File: src/sv/pidci_pkg.sv
// Shared constants, types and microcode ROM for the clamped-integral PID core.
// Used by the sequencer, the datapath, the divider and the top level.
// No dependencies.
package pidci_pkg;

    localparam int DATA_WIDTH = 32;
    localparam int FRAC_BITS  = 16;
    localparam int INT_BITS   = DATA_WIDTH - FRAC_BITS;
    localparam int DT_WIDTH   = 8 + FRAC_BITS;
    localparam int IN_WIDTH   = ((DATA_WIDTH + DT_WIDTH + 7) / 8) * 8;
    localparam int OUT_WIDTH  = ((DATA_WIDTH + 7) / 8) * 8;
    localparam int CFG_IDX_W  = 3;
    localparam int STEP_W     = 4;
    localparam int DIV_CNT_W  = $clog2(DATA_WIDTH);

    typedef enum logic [CFG_IDX_W-1:0] {
        REG_SETPOINT  = 3'd0,
        REG_GAIN_P    = 3'd1,
        REG_GAIN_I    = 3'd2,
        REG_GAIN_D    = 3'd3,
        REG_INT_LIMIT = 3'd4,
        REG_OUT_BIAS  = 3'd5
    } reg_idx_t;

    typedef enum logic [3:0] {
        OP_LOAD,
        OP_ERR,
        OP_DIFF,
        OP_DINIT,
        OP_DIV,
        OP_DFIN,
        OP_MUL_ED,
        OP_INTEG,
        OP_MUL_PE,
        OP_ACC_LOAD,
        OP_MUL_DD,
        OP_ACC_ADD,
        OP_MUL_II,
        OP_OUT
    } op_t;

    typedef enum logic [2:0] {
        C_NEXT,
        C_WAIT_IN,
        C_DTZ,
        C_LOOP,
        C_WAIT_OUT
    } cond_t;

    typedef struct packed {
        op_t               op;
        cond_t             cond;
        logic [STEP_W-1:0] target;
    } uword_t;

    typedef struct packed {
        op_t  op;
        logic en;
    } ctrl_t;

    typedef struct packed {
        logic in_valid;
        logic out_free;
        logic dt_zero;
        logic div_last;
    } status_t;

    localparam logic [STEP_W-1:0] STEP_LOAD   = 4'd0;
    localparam logic [STEP_W-1:0] STEP_MUL_ED = 4'd6;
    localparam logic [STEP_W-1:0] STEP_NONE   = 4'd0;

    function automatic uword_t ucode_rom(input logic [STEP_W-1:0] addr);
        uword_t w;
        case (addr)
            4'd0:    w = '{op: OP_LOAD,     cond: C_WAIT_IN,  target: STEP_NONE};
            4'd1:    w = '{op: OP_ERR,      cond: C_NEXT,     target: STEP_NONE};
            4'd2:    w = '{op: OP_DIFF,     cond: C_NEXT,     target: STEP_NONE};
            4'd3:    w = '{op: OP_DINIT,    cond: C_DTZ,      target: STEP_MUL_ED};
            4'd4:    w = '{op: OP_DIV,      cond: C_LOOP,     target: STEP_NONE};
            4'd5:    w = '{op: OP_DFIN,     cond: C_NEXT,     target: STEP_NONE};
            4'd6:    w = '{op: OP_MUL_ED,   cond: C_NEXT,     target: STEP_NONE};
            4'd7:    w = '{op: OP_INTEG,    cond: C_NEXT,     target: STEP_NONE};
            4'd8:    w = '{op: OP_MUL_PE,   cond: C_NEXT,     target: STEP_NONE};
            4'd9:    w = '{op: OP_ACC_LOAD, cond: C_NEXT,     target: STEP_NONE};
            4'd10:   w = '{op: OP_MUL_DD,   cond: C_NEXT,     target: STEP_NONE};
            4'd11:   w = '{op: OP_ACC_ADD,  cond: C_NEXT,     target: STEP_NONE};
            4'd12:   w = '{op: OP_MUL_II,   cond: C_NEXT,     target: STEP_NONE};
            4'd13:   w = '{op: OP_ACC_ADD,  cond: C_NEXT,     target: STEP_NONE};
            4'd14:   w = '{op: OP_OUT,      cond: C_WAIT_OUT, target: STEP_LOAD};
            default: w = '{op: OP_LOAD,     cond: C_WAIT_IN,  target: STEP_NONE};
        endcase
        return w;
    endfunction

endpackage

File: src/sv/pidci_seq.sv
// Microcode sequencer: step counter, control ROM lookup and jump conditions.
// Depends on pidci_pkg.
module pidci_seq (
    input  logic               aclk,
    input  logic               aresetn,
    input  pidci_pkg::status_t status,
    output pidci_pkg::ctrl_t   ctrl
);
    import pidci_pkg::*;

    logic [STEP_W-1:0] step_reg, step_next;
    uword_t            uw;

    assign uw = ucode_rom(step_reg);

    always_comb begin
        step_next = step_reg;
        ctrl.op   = uw.op;
        ctrl.en   = 1'b1;
        case (uw.cond)
            C_NEXT: begin
                step_next = step_reg + STEP_W'(1);
            end
            C_WAIT_IN: begin
                ctrl.en = status.in_valid;
                if (status.in_valid) begin
                    step_next = step_reg + STEP_W'(1);
                end
            end
            C_DTZ: begin
                step_next = status.dt_zero ? uw.target : step_reg + STEP_W'(1);
            end
            C_LOOP: begin
                if (status.div_last) begin
                    step_next = step_reg + STEP_W'(1);
                end
            end
            C_WAIT_OUT: begin
                ctrl.en = status.out_free;
                if (status.out_free) begin
                    step_next = uw.target;
                end
            end
            default: begin
                step_next = STEP_LOAD;
            end
        endcase
    end

    always_ff @(posedge aclk) begin
        if (!aresetn) begin
            step_reg <= STEP_LOAD;
        end else begin
            step_reg <= step_next;
        end
    end

endmodule

File: src/sv/pidci_div.sv
// Radix-2 restoring divider for the derivative: (|diff| << FRAC_BITS) / dt.
// One quotient bit per cycle; flags a quotient that does not fit DATA_WIDTH bits.
// Depends on pidci_pkg.
module pidci_div (
    input  logic                              aclk,
    input  logic                              aresetn,
    input  logic                              start,
    input  logic                              advance,
    input  logic [pidci_pkg::DATA_WIDTH:0]    num_mag,
    input  logic [pidci_pkg::DT_WIDTH-1:0]    dt,
    output logic [pidci_pkg::DATA_WIDTH-1:0]  quot,
    output logic                              ovf,
    output logic                              last
);
    import pidci_pkg::*;

    logic [DT_WIDTH-1:0]   rem_reg, rem_next;
    logic [DATA_WIDTH-1:0] low_reg;
    logic [DATA_WIDTH-1:0] quot_reg;
    logic [DIV_CNT_W-1:0]  cnt_reg;
    logic                  ovf_reg;
    logic [DT_WIDTH:0]     trial;
    logic [DT_WIDTH+1:0]   sub;
    logic                  fits;
    logic [DATA_WIDTH:0]   num_hi;

    assign num_hi = num_mag >> INT_BITS;
    assign trial  = {rem_reg, low_reg[DATA_WIDTH-1]};
    assign sub    = {1'b0, trial} - {2'b00, dt};
    assign fits   = !sub[DT_WIDTH+1];
    assign rem_next = fits ? sub[DT_WIDTH-1:0] : trial[DT_WIDTH-1:0];

    always_ff @(posedge aclk) begin
        if (start) begin
            // upper part of the dividend seeds the remainder
            rem_reg  <= DT_WIDTH'(num_hi);
            low_reg  <= {num_mag[INT_BITS-1:0], {FRAC_BITS{1'b0}}};
            ovf_reg  <= num_hi >= {{(DATA_WIDTH+1-DT_WIDTH){1'b0}}, dt};
        end else if (advance) begin
            rem_reg  <= rem_next;
            low_reg  <= {low_reg[DATA_WIDTH-2:0], 1'b0};
            quot_reg <= {quot_reg[DATA_WIDTH-2:0], fits};
        end
    end

    always_ff @(posedge aclk) begin
        if (!aresetn) begin
            cnt_reg <= '0;
        end else if (start) begin
            cnt_reg <= DIV_CNT_W'(DATA_WIDTH - 1);
        end else if (advance) begin
            cnt_reg <= cnt_reg - DIV_CNT_W'(1);
        end
    end

    assign quot = quot_reg;
    assign ovf  = ovf_reg;
    assign last = (cnt_reg == '0);

endmodule

File: src/sv/pidci_dp.sv
// Datapath of the PID core: config registers, controller state, shared
// multiplier, accumulator and output register, driven by the control word.
// Depends on pidci_pkg and pidci_div.
module pidci_dp (
    input  logic                              aclk,
    input  logic                              aresetn,
    input  pidci_pkg::ctrl_t                  ctrl,
    output pidci_pkg::status_t                status,
    input  logic                              s_tvalid,
    input  logic [pidci_pkg::IN_WIDTH-1:0]    s_tdata,
    output logic                              m_tvalid,
    input  logic                              m_tready,
    output logic [pidci_pkg::OUT_WIDTH-1:0]   m_tdata,
    output logic                              m_tuser,
    input  logic                              cfg_valid,
    input  logic [pidci_pkg::CFG_IDX_W-1:0]   cfg_index,
    input  logic [pidci_pkg::DATA_WIDTH-1:0]  cfg_data
);
    import pidci_pkg::*;

    localparam int DW = DATA_WIDTH;
    localparam int AW = DATA_WIDTH + 3;
    localparam logic [DW-1:0] POS_LIM = {1'b0, {(DW-1){1'b1}}};
    localparam logic [DW-1:0] NEG_LIM = {1'b1, {(DW-1){1'b0}}};

    function automatic logic [DW-1:0] mag_of(input logic [DW-1:0] v);
        return v[DW-1] ? (DW'(0) - v) : v;
    endfunction

    // configuration
    logic [DW-1:0]   setpoint_reg, gain_p_reg, gain_i_reg, gain_d_reg;
    logic [DW-2:0]   int_limit_reg, out_bias_reg;

    // per-item working registers
    logic [DW-1:0]   meas_reg;
    logic [DT_WIDTH-1:0] dt_reg;
    logic [DW-1:0]   err_reg, deriv_reg;
    logic [DW:0]     diff_reg;
    logic [2*DW-1:0] prod_reg;
    logic            pneg_reg;
    logic [AW-1:0]   acc_reg;
    logic            flag_reg;

    // controller state
    logic [DW-1:0]   last_err_reg, integ_reg;

    // output register
    logic            out_valid_reg;
    logic [DW-1:0]   out_data_reg;
    logic            out_user_reg;

    logic            run;
    logic            dt_zero;

    assign run     = ctrl.en;
    assign dt_zero = (dt_reg == '0);

    // error
    logic [DW:0]   err_full;
    logic          err_over;
    logic [DW-1:0] err_sat;
    assign err_full = {setpoint_reg[DW-1], setpoint_reg} - {meas_reg[DW-1], meas_reg};
    assign err_over = err_full[DW] != err_full[DW-1];
    assign err_sat  = err_over ? (err_full[DW] ? NEG_LIM : POS_LIM) : err_full[DW-1:0];

    // divider
    logic          diff_neg;
    logic [DW:0]   diff_mag;
    logic [DW-1:0] quot;
    logic          div_ovf, div_last;
    logic [DW-1:0] dlim, dmag;
    logic          dover;
    assign diff_neg = diff_reg[DW];
    assign diff_mag = diff_neg ? ((DW+1)'(0) - diff_reg) : diff_reg;

    pidci_div u_div (
        .aclk    (aclk),
        .aresetn (aresetn),
        .start   (ctrl.op == OP_DINIT),
        .advance (ctrl.op == OP_DIV),
        .num_mag (diff_mag),
        .dt      (dt_reg),
        .quot    (quot),
        .ovf     (div_ovf),
        .last    (div_last)
    );

    assign dlim  = diff_neg ? NEG_LIM : POS_LIM;
    assign dover = div_ovf || (quot > dlim);
    assign dmag  = dover ? dlim : quot;

    // multiplier operand select
    logic [DW-1:0] mul_a, mul_b;
    logic          mul_en;
    always_comb begin
        mul_en = 1'b1;
        case (ctrl.op)
            OP_MUL_ED: begin
                mul_a = err_reg;
                mul_b = DW'(dt_reg);
            end
            OP_MUL_PE: begin
                mul_a = gain_p_reg;
                mul_b = err_reg;
            end
            OP_MUL_DD: begin
                mul_a = gain_d_reg;
                mul_b = deriv_reg;
            end
            OP_MUL_II: begin
                mul_a = gain_i_reg;
                mul_b = integ_reg;
            end
            default: begin
                mul_a  = err_reg;
                mul_b  = err_reg;
                mul_en = 1'b0;
            end
        endcase
    end

    // product scaling: drop fraction bits toward zero, then saturate
    logic [2*DW-1:0] scaled;
    logic [DW-1:0]   plim, pmag, term;
    logic            pover;
    assign scaled = prod_reg >> FRAC_BITS;
    assign plim   = pneg_reg ? NEG_LIM : POS_LIM;
    assign pover  = (|scaled[2*DW-1:DW]) || (scaled[DW-1:0] > plim);
    assign pmag   = pover ? plim : scaled[DW-1:0];
    assign term   = pneg_reg ? (DW'(0) - pmag) : pmag;

    // integral update and clamp
    logic signed [DW:0] isum, ilim, ilim_n, iclamp;
    assign isum   = $signed({integ_reg[DW-1], integ_reg}) + $signed({term[DW-1], term});
    assign ilim   = $signed({2'b00, int_limit_reg});
    assign ilim_n = -ilim;
    always_comb begin
        if (isum > ilim) begin
            iclamp = ilim;
        end else if (isum < ilim_n) begin
            iclamp = ilim_n;
        end else begin
            iclamp = isum;
        end
    end

    // output bias and saturation
    logic [AW-1:0]   term_ext, bias_ext, biased;
    logic            acc_pos, acc_neg, out_over;
    logic [DW-1:0]   out_sat;
    assign term_ext = {{3{term[DW-1]}}, term};
    assign bias_ext = {4'b0000, out_bias_reg};
    assign acc_neg  = acc_reg[AW-1];
    assign acc_pos  = !acc_reg[AW-1] && (|acc_reg);
    always_comb begin
        if (acc_pos) begin
            biased = acc_reg + bias_ext;
        end else if (acc_neg) begin
            biased = acc_reg - bias_ext;
        end else begin
            biased = acc_reg;
        end
    end
    assign out_over = !((&biased[AW-1:DW-1]) || !(|biased[AW-1:DW-1]));
    assign out_sat  = out_over ? (biased[AW-1] ? NEG_LIM : POS_LIM) : biased[DW-1:0];

    // configuration writes
    always_ff @(posedge aclk) begin
        if (!aresetn) begin
            setpoint_reg  <= '0;
            gain_p_reg    <= '0;
            gain_i_reg    <= '0;
            gain_d_reg    <= '0;
            int_limit_reg <= '1;
            out_bias_reg  <= '0;
        end else if (cfg_valid) begin
            case (cfg_index)
                REG_SETPOINT:  setpoint_reg  <= cfg_data;
                REG_GAIN_P:    gain_p_reg    <= cfg_data;
                REG_GAIN_I:    gain_i_reg    <= cfg_data;
                REG_GAIN_D:    gain_d_reg    <= cfg_data;
                REG_INT_LIMIT: int_limit_reg <= cfg_data[DW-2:0];
                REG_OUT_BIAS:  out_bias_reg  <= cfg_data[DW-2:0];
                default: ;
            endcase
        end
    end

    // working registers
    always_ff @(posedge aclk) begin
        if (mul_en) begin
            prod_reg <= (2*DW)'(mag_of(mul_a)) * (2*DW)'(mag_of(mul_b));
            pneg_reg <= mul_a[DW-1] ^ mul_b[DW-1];
        end
        case (ctrl.op)
            OP_LOAD: begin
                if (run) begin
                    meas_reg <= s_tdata[DW-1:0];
                    dt_reg   <= s_tdata[DW+DT_WIDTH-1:DW];
                    flag_reg <= 1'b0;
                end
            end
            OP_ERR: begin
                err_reg  <= err_sat;
                flag_reg <= flag_reg | err_over;
            end
            OP_DIFF: begin
                diff_reg <= {err_reg[DW-1], err_reg} - {last_err_reg[DW-1], last_err_reg};
            end
            OP_DINIT: begin
                // zero time step: derivative follows the sign of the change
                if (dt_zero) begin
                    flag_reg <= 1'b1;
                    if (diff_neg) begin
                        deriv_reg <= NEG_LIM;
                    end else if (|diff_reg) begin
                        deriv_reg <= POS_LIM;
                    end else begin
                        deriv_reg <= '0;
                    end
                end
            end
            OP_DFIN: begin
                deriv_reg <= diff_neg ? (DW'(0) - dmag) : dmag;
                flag_reg  <= flag_reg | dover;
            end
            OP_ACC_LOAD: begin
                acc_reg  <= term_ext;
                flag_reg <= flag_reg | pover;
            end
            OP_ACC_ADD: begin
                acc_reg  <= acc_reg + term_ext;
                flag_reg <= flag_reg | pover;
            end
            OP_INTEG: begin
                flag_reg <= flag_reg | pover;
            end
            OP_OUT: begin
                if (run) begin
                    out_data_reg <= out_sat;
                    out_user_reg <= flag_reg | out_over;
                end
            end
            default: ;
        endcase
    end

    // controller state and output valid
    always_ff @(posedge aclk) begin
        if (!aresetn) begin
            last_err_reg  <= '0;
            integ_reg     <= '0;
            out_valid_reg <= 1'b0;
        end else begin
            if (ctrl.op == OP_INTEG) begin
                integ_reg    <= iclamp[DW-1:0];
                last_err_reg <= err_reg;
            end
            if (ctrl.op == OP_OUT && run) begin
                out_valid_reg <= 1'b1;
            end else if (m_tready) begin
                out_valid_reg <= 1'b0;
            end
        end
    end

    assign status.in_valid = s_tvalid;
    assign status.out_free = !out_valid_reg || m_tready;
    assign status.dt_zero  = dt_zero;
    assign status.div_last = div_last;

    assign m_tvalid = out_valid_reg;
    assign m_tdata  = OUT_WIDTH'(out_data_reg);
    assign m_tuser  = out_user_reg;

endmodule

File: src/sv/pid_controller_clamped_integral_core.sv
// PID controller with clamped integral, Q16.16 fixed point.
//
// Input stream: s_tdata carries one measurement and the elapsed time step.
// Output stream: m_tdata carries the drive value, m_tuser the saturation flag.
// Configuration: cfg_valid/cfg_index/cfg_data write register cfg_index
// (0 setpoint, 1 gain_p, 2 gain_i, 3 gain_d, 4 integral_limit, 5 output_bias);
// cfg_ready is always high; write only while no transaction is in flight.
// The sequencer works on one item at a time. The radix-2 divider for the
// derivative runs unless time_step is zero, and the shared multiplier forms
// four products, one on every other step. s_tready rises once the sequencer
// returns to its first step. The result is registered in the output register
// at the last step.
// Reset clears the configuration to its defaults, the stored last error and
// integral to zero, and drops m_tvalid. While the receiver stalls, the
// finished result holds in the output register; the next item is still taken
// and worked on, and its result waits at the last step for the register.
// Depends on pidci_pkg, pidci_seq, pidci_dp and pidci_div.
module pid_controller_clamped_integral_core (
    input  logic                              aclk,
    input  logic                              aresetn,
    input  logic                              s_tvalid,
    output logic                              s_tready,
    // [31:0] measurement, [55:32] time_step
    input  logic [pidci_pkg::IN_WIDTH-1:0]    s_tdata,
    output logic                              m_tvalid,
    input  logic                              m_tready,
    // [31:0] drive
    output logic [pidci_pkg::OUT_WIDTH-1:0]   m_tdata,
    // [0] saturated
    output logic                              m_tuser,
    input  logic                              cfg_valid,
    output logic                              cfg_ready,
    input  logic [pidci_pkg::CFG_IDX_W-1:0]   cfg_index,
    input  logic [pidci_pkg::DATA_WIDTH-1:0]  cfg_data
);
    import pidci_pkg::*;

    ctrl_t   ctrl;
    status_t status;

    pidci_seq u_seq (
        .aclk    (aclk),
        .aresetn (aresetn),
        .status  (status),
        .ctrl    (ctrl)
    );

    pidci_dp u_dp (
        .aclk      (aclk),
        .aresetn   (aresetn),
        .ctrl      (ctrl),
        .status    (status),
        .s_tvalid  (s_tvalid),
        .s_tdata   (s_tdata),
        .m_tvalid  (m_tvalid),
        .m_tready  (m_tready),
        .m_tdata   (m_tdata),
        .m_tuser   (m_tuser),
        .cfg_valid (cfg_valid),
        .cfg_index (cfg_index),
        .cfg_data  (cfg_data)
    );

    assign s_tready  = (ctrl.op == OP_LOAD);
    assign cfg_ready = 1'b1;

endmodule
File: config.mk
export PLATFORM = sky130hd
export DESIGN_NAME = pid_controller_clamped_integral_core
export DESIGN_NICKNAME = d
export VERILOG_FILES = /design/src/sv/pidci_pkg.sv /design/src/sv/pidci_seq.sv /design/src/sv/pidci_div.sv /design/src/sv/pidci_dp.sv /design/src/sv/pid_controller_clamped_integral_core.sv
export SDC_FILE = /design/constraint.sdc
export NUM_CORES = 2
export LEC_CHECK = 0
export ABC_AREA = 1
export BUFFER_PORTS_ARGS = -buffer_cell sky130_fd_sc_hd__buf_2
export CAP_MARGIN = 20
export CELL_PAD_IN_SITES_DETAIL_PLACEMENT = 0
export CELL_PAD_IN_SITES_GLOBAL_PLACEMENT = 1
export CORE_MARGIN = 2
export CORE_UTILIZATION = 54
export CTS_BUF_LIST = sky130_fd_sc_hd__clkbuf_8
export DETAILED_ROUTE_END_ITERATION = 12
export PLACE_DENSITY = 0.86
export SYNTH_ARGS = -nofsm -noshare
export SYNTH_HDL_FRONTEND = slang
export SYNTH_SLANG_ARGS = --single-unit
File: constraint.sdc
create_clock -name aclk -period 22.6 [get_ports aclk]
set_input_delay 2.26 -clock aclk [delete_from_list [all_inputs] [get_ports aclk]]
set_output_delay 2.26 -clock aclk [all_outputs]
set_load 0.03 [all_outputs]
### Word-level counts from Yosys, hierarchy flattened

Memories as Yosys holds them, arrays and structs flattened. A register that Yosys moved wholly into a read port is not among the register bits.
Cells that the tools add are included.

* bits in latches: 0
* flip-flop bits (word level): 624
* memories kept: 1
* output and inout bits: 36
* ROM bits: 144
* RAM bits: 0

Memory list
* (no name shown): depth 16, bits a word 9, rd ports 1, clocked after Yosys merged registers in 1, wr ports 0, RTL line pidci_pkg.sv:74 `case (addr)`

* equal/unequal tests: 28
* bitwise gates (word level): 6
* $lt $le $gt $ge: 5
* shift-type cells: 0
* reduce and logical (&&, ||, !) cells: 40
* mux-type cells: 45
* multiply operators: 1
* divide/modulo/power cells: 0
* $add $sub $neg: 15

Operator list (number)
* $mux 32: 18
* $pmux 32 s3: 2
* $sub 1x32->32 const A: 4
* $mux 35: 2
* $pmux 35 s2: 1
* $sub 32x32->33: 2
* $gt 32x32->1: 2
* $mul 32x32->64: 1
* $pmux 32 s2: 1
* $add 35x31->35: 1
* $add 35x35->35: 1
* $reduce_or 35->1: 1
* $sub 35x31->35: 1
* $mux 17: 2
* $add 32x32->33: 1
* $gt 33x32->1: 1
* $lt 33x33->1: 1
* $mux 33: 1
* $neg 31->33: 1
* $reduce_or 33->1: 1
* $sub 1x33->33 const A: 1
* $mux 31: 1
* $sub 25x24->26: 1
* $eq 4x4->1 const B: 6
* other kinds (37): 86

### Longest topological paths before layout

* depth after elaboration: 10
* depth in mapped cells: 56

### Hierarchy

A second synthesis with hierarchy kept.

* cell total of the unflattened synthesis: 10598
* area total of the unflattened synthesis: 79460.0 um2

Modules (own cells, without submodules)
* pidci_dp: times used 1, sequential area each 13242.7 um2, area an instance 73023.8 um2, cells each 9720
* pidci_div: times used 1, sequential area each 2222.1 um2, area an instance 5552.8 um2, cells each 744
* pidci_seq: times used 1, sequential area each 240.2 um2, area an instance 845.8 um2, cells each 125
* pid_controller_clamped_integral_core: times used 1, sequential area each 0.0 um2, area an instance 37.5 um2, cells each 9

### Least setup slack after synthesis

Ideal clock, no wire load.

* path type: reg2reg
* start point: register u_seq.uw[8] (netlist name)
* end point: register u_dp.prod_reg[61], data pin
* clock period less this slack: 8.985 ns
* arrival: 8.724 ns
* slack: 13.615 ns
* library setup time: 0.261 ns
* stages on the path, launching flop included: 48
* cells stage by stage: dfxtp_1 inv_1 nor2_2 nand2_2 nand3_2 buf_6 nand4_1 o21ai_1 clkbuf_1 ha_1 inv_1 nor2_1 nand2_1 nor3_2 nand3_1 nor2_1 inv_1 nand2_1 [... 12 more ...] inv_1 fa_1 fa_1 inv_1 ha_1 a21oi_1 inv_1 nor2_1 inv_1 a21oi_1 nand2_1 a21oi_1 nand2_1 nand3_1 nand2_1 nand2_1 nand2_1 xor2_1

* word-level cells in the longest chain between the ends: 5
* elaborated cells on any way between the ends: 11
* those cells by class: add/sub: 2; mul: 1; eq/ne: 4; mux: 4

Ends and longest elaborated chain
* $eq 4x4->1 or $eq 4x3->1 (tied branches): RTL line pidci_dp.sv:97 `case (ctrl.op)`
* $pmux 32 s3: RTL line pidci_dp.sv:97
* $sub 1x32->32: RTL line pidci_dp.sv:27 `return v[DW-1] ? (DW'(0) - v) : v;`
* $mux 32: RTL line pidci_dp.sv:27
* $mul 32x32->64 (*): RTL line pidci_dp.sv:192 `prod_reg <= (2*DW)'(mag_of(mul_a)) * (2*DW)'(mag_of(mul_b));`
* end signal: assignment: RTL line pidci_dp.sv:192
* end: declaration: RTL line pidci_dp.sv:39 `logic [2*DW-1:0] prod_reg;`

Every way passes the cells marked *; elsewhere a longest branch is shown, timed or not.
A chain may end at the register's enable or synchronous reset.

### Worst setup path after layout

* start point: register u_seq.uw[8] (netlist name)
* end point: register u_dp.prod_reg[47], data pin

* word-level cells in the longest chain between the ends: 5
* elaborated cells on any way between the ends: 11
* those cells by class: add/sub: 2; mul: 1; eq/ne: 4; mux: 4

Ends and longest elaborated chain (RTL line)
* $eq 4x4->1 or $eq 4x3->1 (tied branches): pidci_dp.sv:97
* $pmux 32 s3: pidci_dp.sv:97
* $sub 1x32->32: pidci_dp.sv:27
* $mux 32: pidci_dp.sv:27
* $mul 32x32->64 (*): pidci_dp.sv:192

Marks and branches as above.

==> flow_metrics.tcl <==
set metrics [dict create \
    finalClockSkew_ns 0.0687 \
    clock_latency_ns 0.86 \
    synth-edff-count 337 \
    max_cap_violations 0 \
    synth_cell_types 65 \
    synthCells 10321 \
    worst-endpoint-required_ns 23.14 \
    maxSlewHeadroom_pct 18.6 \
    cp_max_fo 31 \
    critPathSlowestCell "nand3_2" \
    cts_tree "done" \
    timing.rr.start "u_seq.uw[8]" \
    htreeDepth 3 \
    ctsResizeCount 0 \
    r2r_cells 45 \
    row_count 139 \
    die_h_um 384 \
    fin_crit_ns 12.66 \
    synth_async_sr_flop_share_pct 0 \
    io_pins 132 \
    fin_nets 11929 \
    post-cts-setup-buffers 0 \
    status "finished clean" \
    largest_reg_flops 48 \
    crit_arrival_ns 13.20 \
    maxSlewViolCount 0 \
    grt_overflow 0 \
    synth_area_um2 78100 \
    worst_setup_path_end_kind "flop" \
    grt_pass1_wl_mm 443 \
    nFillCells 13667 \
    ff2ff_setup_slack_ns 9.94 \
    finalWirelength_mm 301 \
    core_area_um2 143000 \
    fin_area_um2 82800 \
    grt_max_degree 103 \
    drt_iter0_drc 8498 \
    routedWlPerCell_um 24.5 \
    post-route-period-util_pct 56.0 \
    hpwl_mm 238 \
    hold_viol 0 \
    initial_core_util_pct 54.4 \
    cts-buffers-inserted 103 \
    antenna_left 0 \
    ys_seq_area_share_pct 20.1 \
    cts_root_buffer "clkbuf_8" \
    setup_viol 0 \
    num_vias 72731 \
    drc 0 \
    synth_top_flop_cell "edfxtp_1" \
    crit_type "reg -> reg" \
    area_growth_pct 6.07 \
    vias_per_cell 5.92 \
    synth.avg_cell_area_um2 7.56 \
    clkSinkCount 616 \
    cts_hold_buf 0 \
    routabilityCongestion 1.06 \
    worst_slew_pin_slew_ns 1.21 \
    synth_warnings 0 \
    synth_seq_cells 616 \
    rsz0062_at_grt "false" \
    cts.clk_slew.worst_paths_ns 0.07 \
    fp.dieW_um 384 \
    worstHoldStart "u_dp.u_div.quot[0]" \
    setup-tns-final_ns 0 \
    drt_pass1_iterations 8 \
    start_kind "flop" \
    die_area_um2 148000 \
    cp_slowest_stage_delay_ns 0.72 \
    port_buffers 130 \
    syn_nets 11951 \
    fin_util_pct 57.7 \
    whs_endpoint "u_dp.u_div.quot[1]" \
    hold_path.class "reg -> reg" \
    worstHoldPathCells 0 \
    r2r_end "u_dp.prod_reg[47]" \
    antenna_found_initial 16 \
    fmax_mhz 79.0 \
    track_usage_pct 40.6 \
    clock_path_buffers 3 \
    grt_pass1_vias 69930 \
    drive_gt1_share_pct 5.05 \
    placed_cell_area_um2 80600 \
]
[cell usage in the layout (no fill, tap or decap), drive strengths merged, types with 19 or more instances in the layout]
cell       n
o211ai    85
fa       902
nor4      59
nand3b    19
xor2     188
a31oi     27
inv     1826
o21ai    686
a21oi    613
nor2    1399
a21o      32
o21bai    20
clkbuf   120
xnor2     75
nand2   2013
edfxtp   337
dfxtp    279
o21a      50
buf      241
nor3      84
clkinv    57
ha       632
or2       33
a221oi    20
nand3    390
nand4     89
[routing by layer]
layer | vias to the layer above | part of all wire (%) | global-route usage, %
li1 | 32624 | - | -
met1 | 35277 | 41 | 56.8
met2 | 3979 | 42 | 58.7
met3 | 841 | 12 | 10.6
met4 | 10 | 5.3 | 18.4
met5 | - | 0.023 | 0
[cells in the mapped netlist, types with 7 or more instances]
| library cell | count | area share (%) |
|---|---|---|
| a211oi_1 | 15 | 0.14 |
| a21boi_0 | 12 | 0.12 |
| a21o_1 | 32 | 0.31 |
| a21oi_1 | 613 | 3.9 |
| a221oi_1 | 20 | 0.22 |
| a31oi_1 | 27 | 0.22 |
| buf_1 | 23 | 0.11 |
| buf_2 | 69 | 0.44 |
| buf_4 | 17 | 0.16 |
| clkbuf_1 | 256 | 1.2 |
| clkinv_1 | 19 | 0.091 |
| dfxtp_1 | 279 | 7.2 |
| edfxtp_1 | 337 | 13 |
| fa_1 | 902 | 23 |
| ha_1 | 632 | 10 |
| inv_1 | 1782 | 8.6 |
| inv_2 | 15 | 0.072 |
| nand2_1 | 1997 | 9.6 |
| nand2_2 | 15 | 0.12 |
| nand3_1 | 386 | 2.5 |
| nand3b_1 | 19 | 0.18 |
| nand4_1 | 88 | 0.71 |
| nor2_1 | 1388 | 6.7 |
| nor2_2 | 11 | 0.088 |
| nor3_1 | 78 | 0.50 |
| nor4_1 | 58 | 0.46 |
| o2111ai_1 | 8 | 0.090 |
| o211ai_1 | 85 | 0.82 |
| o21a_1 | 50 | 0.48 |
| o21ai_0 | 675 | 4.3 |
| o21ai_1 | 11 | 0.071 |
| o21bai_1 | 20 | 0.19 |
| o221ai_1 | 11 | 0.12 |
| o22ai_1 | 13 | 0.10 |
| o31ai_1 | 7 | 0.067 |
| or2_2 | 32 | 0.26 |
| xnor2_1 | 75 | 0.84 |
| xor2_1 | 184 | 2.1 |
[worst max-delay path: cells and delay by family (launching register included)]
kind | cells | cell delay, ns
AO/OA/AOI/OAI | 2 | 0.31
XOR/XNOR | 1 | 0.15
adder cells (fa/ha/maj) | 10 | 4.71
buffers and inverters | 11 | 2.12
flip-flops | 1 | 0.41
AND/OR/NAND/NOR | 21 | 4.59
[worst max-delay path by stage]
stage	cells past startpoint	slack [ns]	startpoint	endpoint
final	45	9.94	u_seq.uw[8]	u_dp.prod_reg[47]
after global routing	45	9.39	u_seq.uw[8]	u_dp.prod_reg[47]
after CTS	45	10.21	u_seq.uw[8]	u_dp.prod_reg[47]
after detailed placement	45	10.34	u_seq.uw[8]	u_dp.prod_reg[47]
after global placement	45	10.33	u_seq.uw[8]	u_dp.prod_reg[47]
after floorplan	47	13.61	u_seq.uw[8]	u_dp.prod_reg[61]
[metrics by stage]
stage	instances	setup WS [ns]	hold slack, ns
2_1_floorplan	10321	13.61	0.424
3_3_place_gp	12091	10.33	0.432
3_5_place_dp	12092	10.34	0.441
4_1_cts	12286	10.21	0.448
5_1_grt	12292	9.39	0.453
6_report	12296	9.94	0.449
[cells by family (layout without fill, tap and decap cells)]
group | Yosys count | count (layout) | share of synthesized area, %
compound gates | 1621 | 1621 | 11.5
xor+xnor | 263 | 263 | 3.02
fa+ha+maj | 1534 | 1534 | 33.3
buf+inv | 2185 | 2252 | 10.7
flops | 616 | 616 | 20.1
other cells | 1 | 6 | 0.00480
simple gates | 4101 | 4101 | 21.4
[area by class of cell]
class | count | area (um^2) | area share (%)
clock buffer | 119 | 1640 | 1.98
antenna | 5 | 12.5 | 0.0151
clock inverter | 75 | 526 | 0.635
timing repair buffer | 242 | 1560 | 1.89
sequential | 616 | 15700 | 19.0
tap | 1903 | 2380 | 2.88
inverter | 1816 | 6820 | 8.23
multi-input combinational | 7520 | 54200 | 65.4
Power is not shown: default switching activity piles up to over one toggle a cycle in this logic, so the estimate is an artifact.
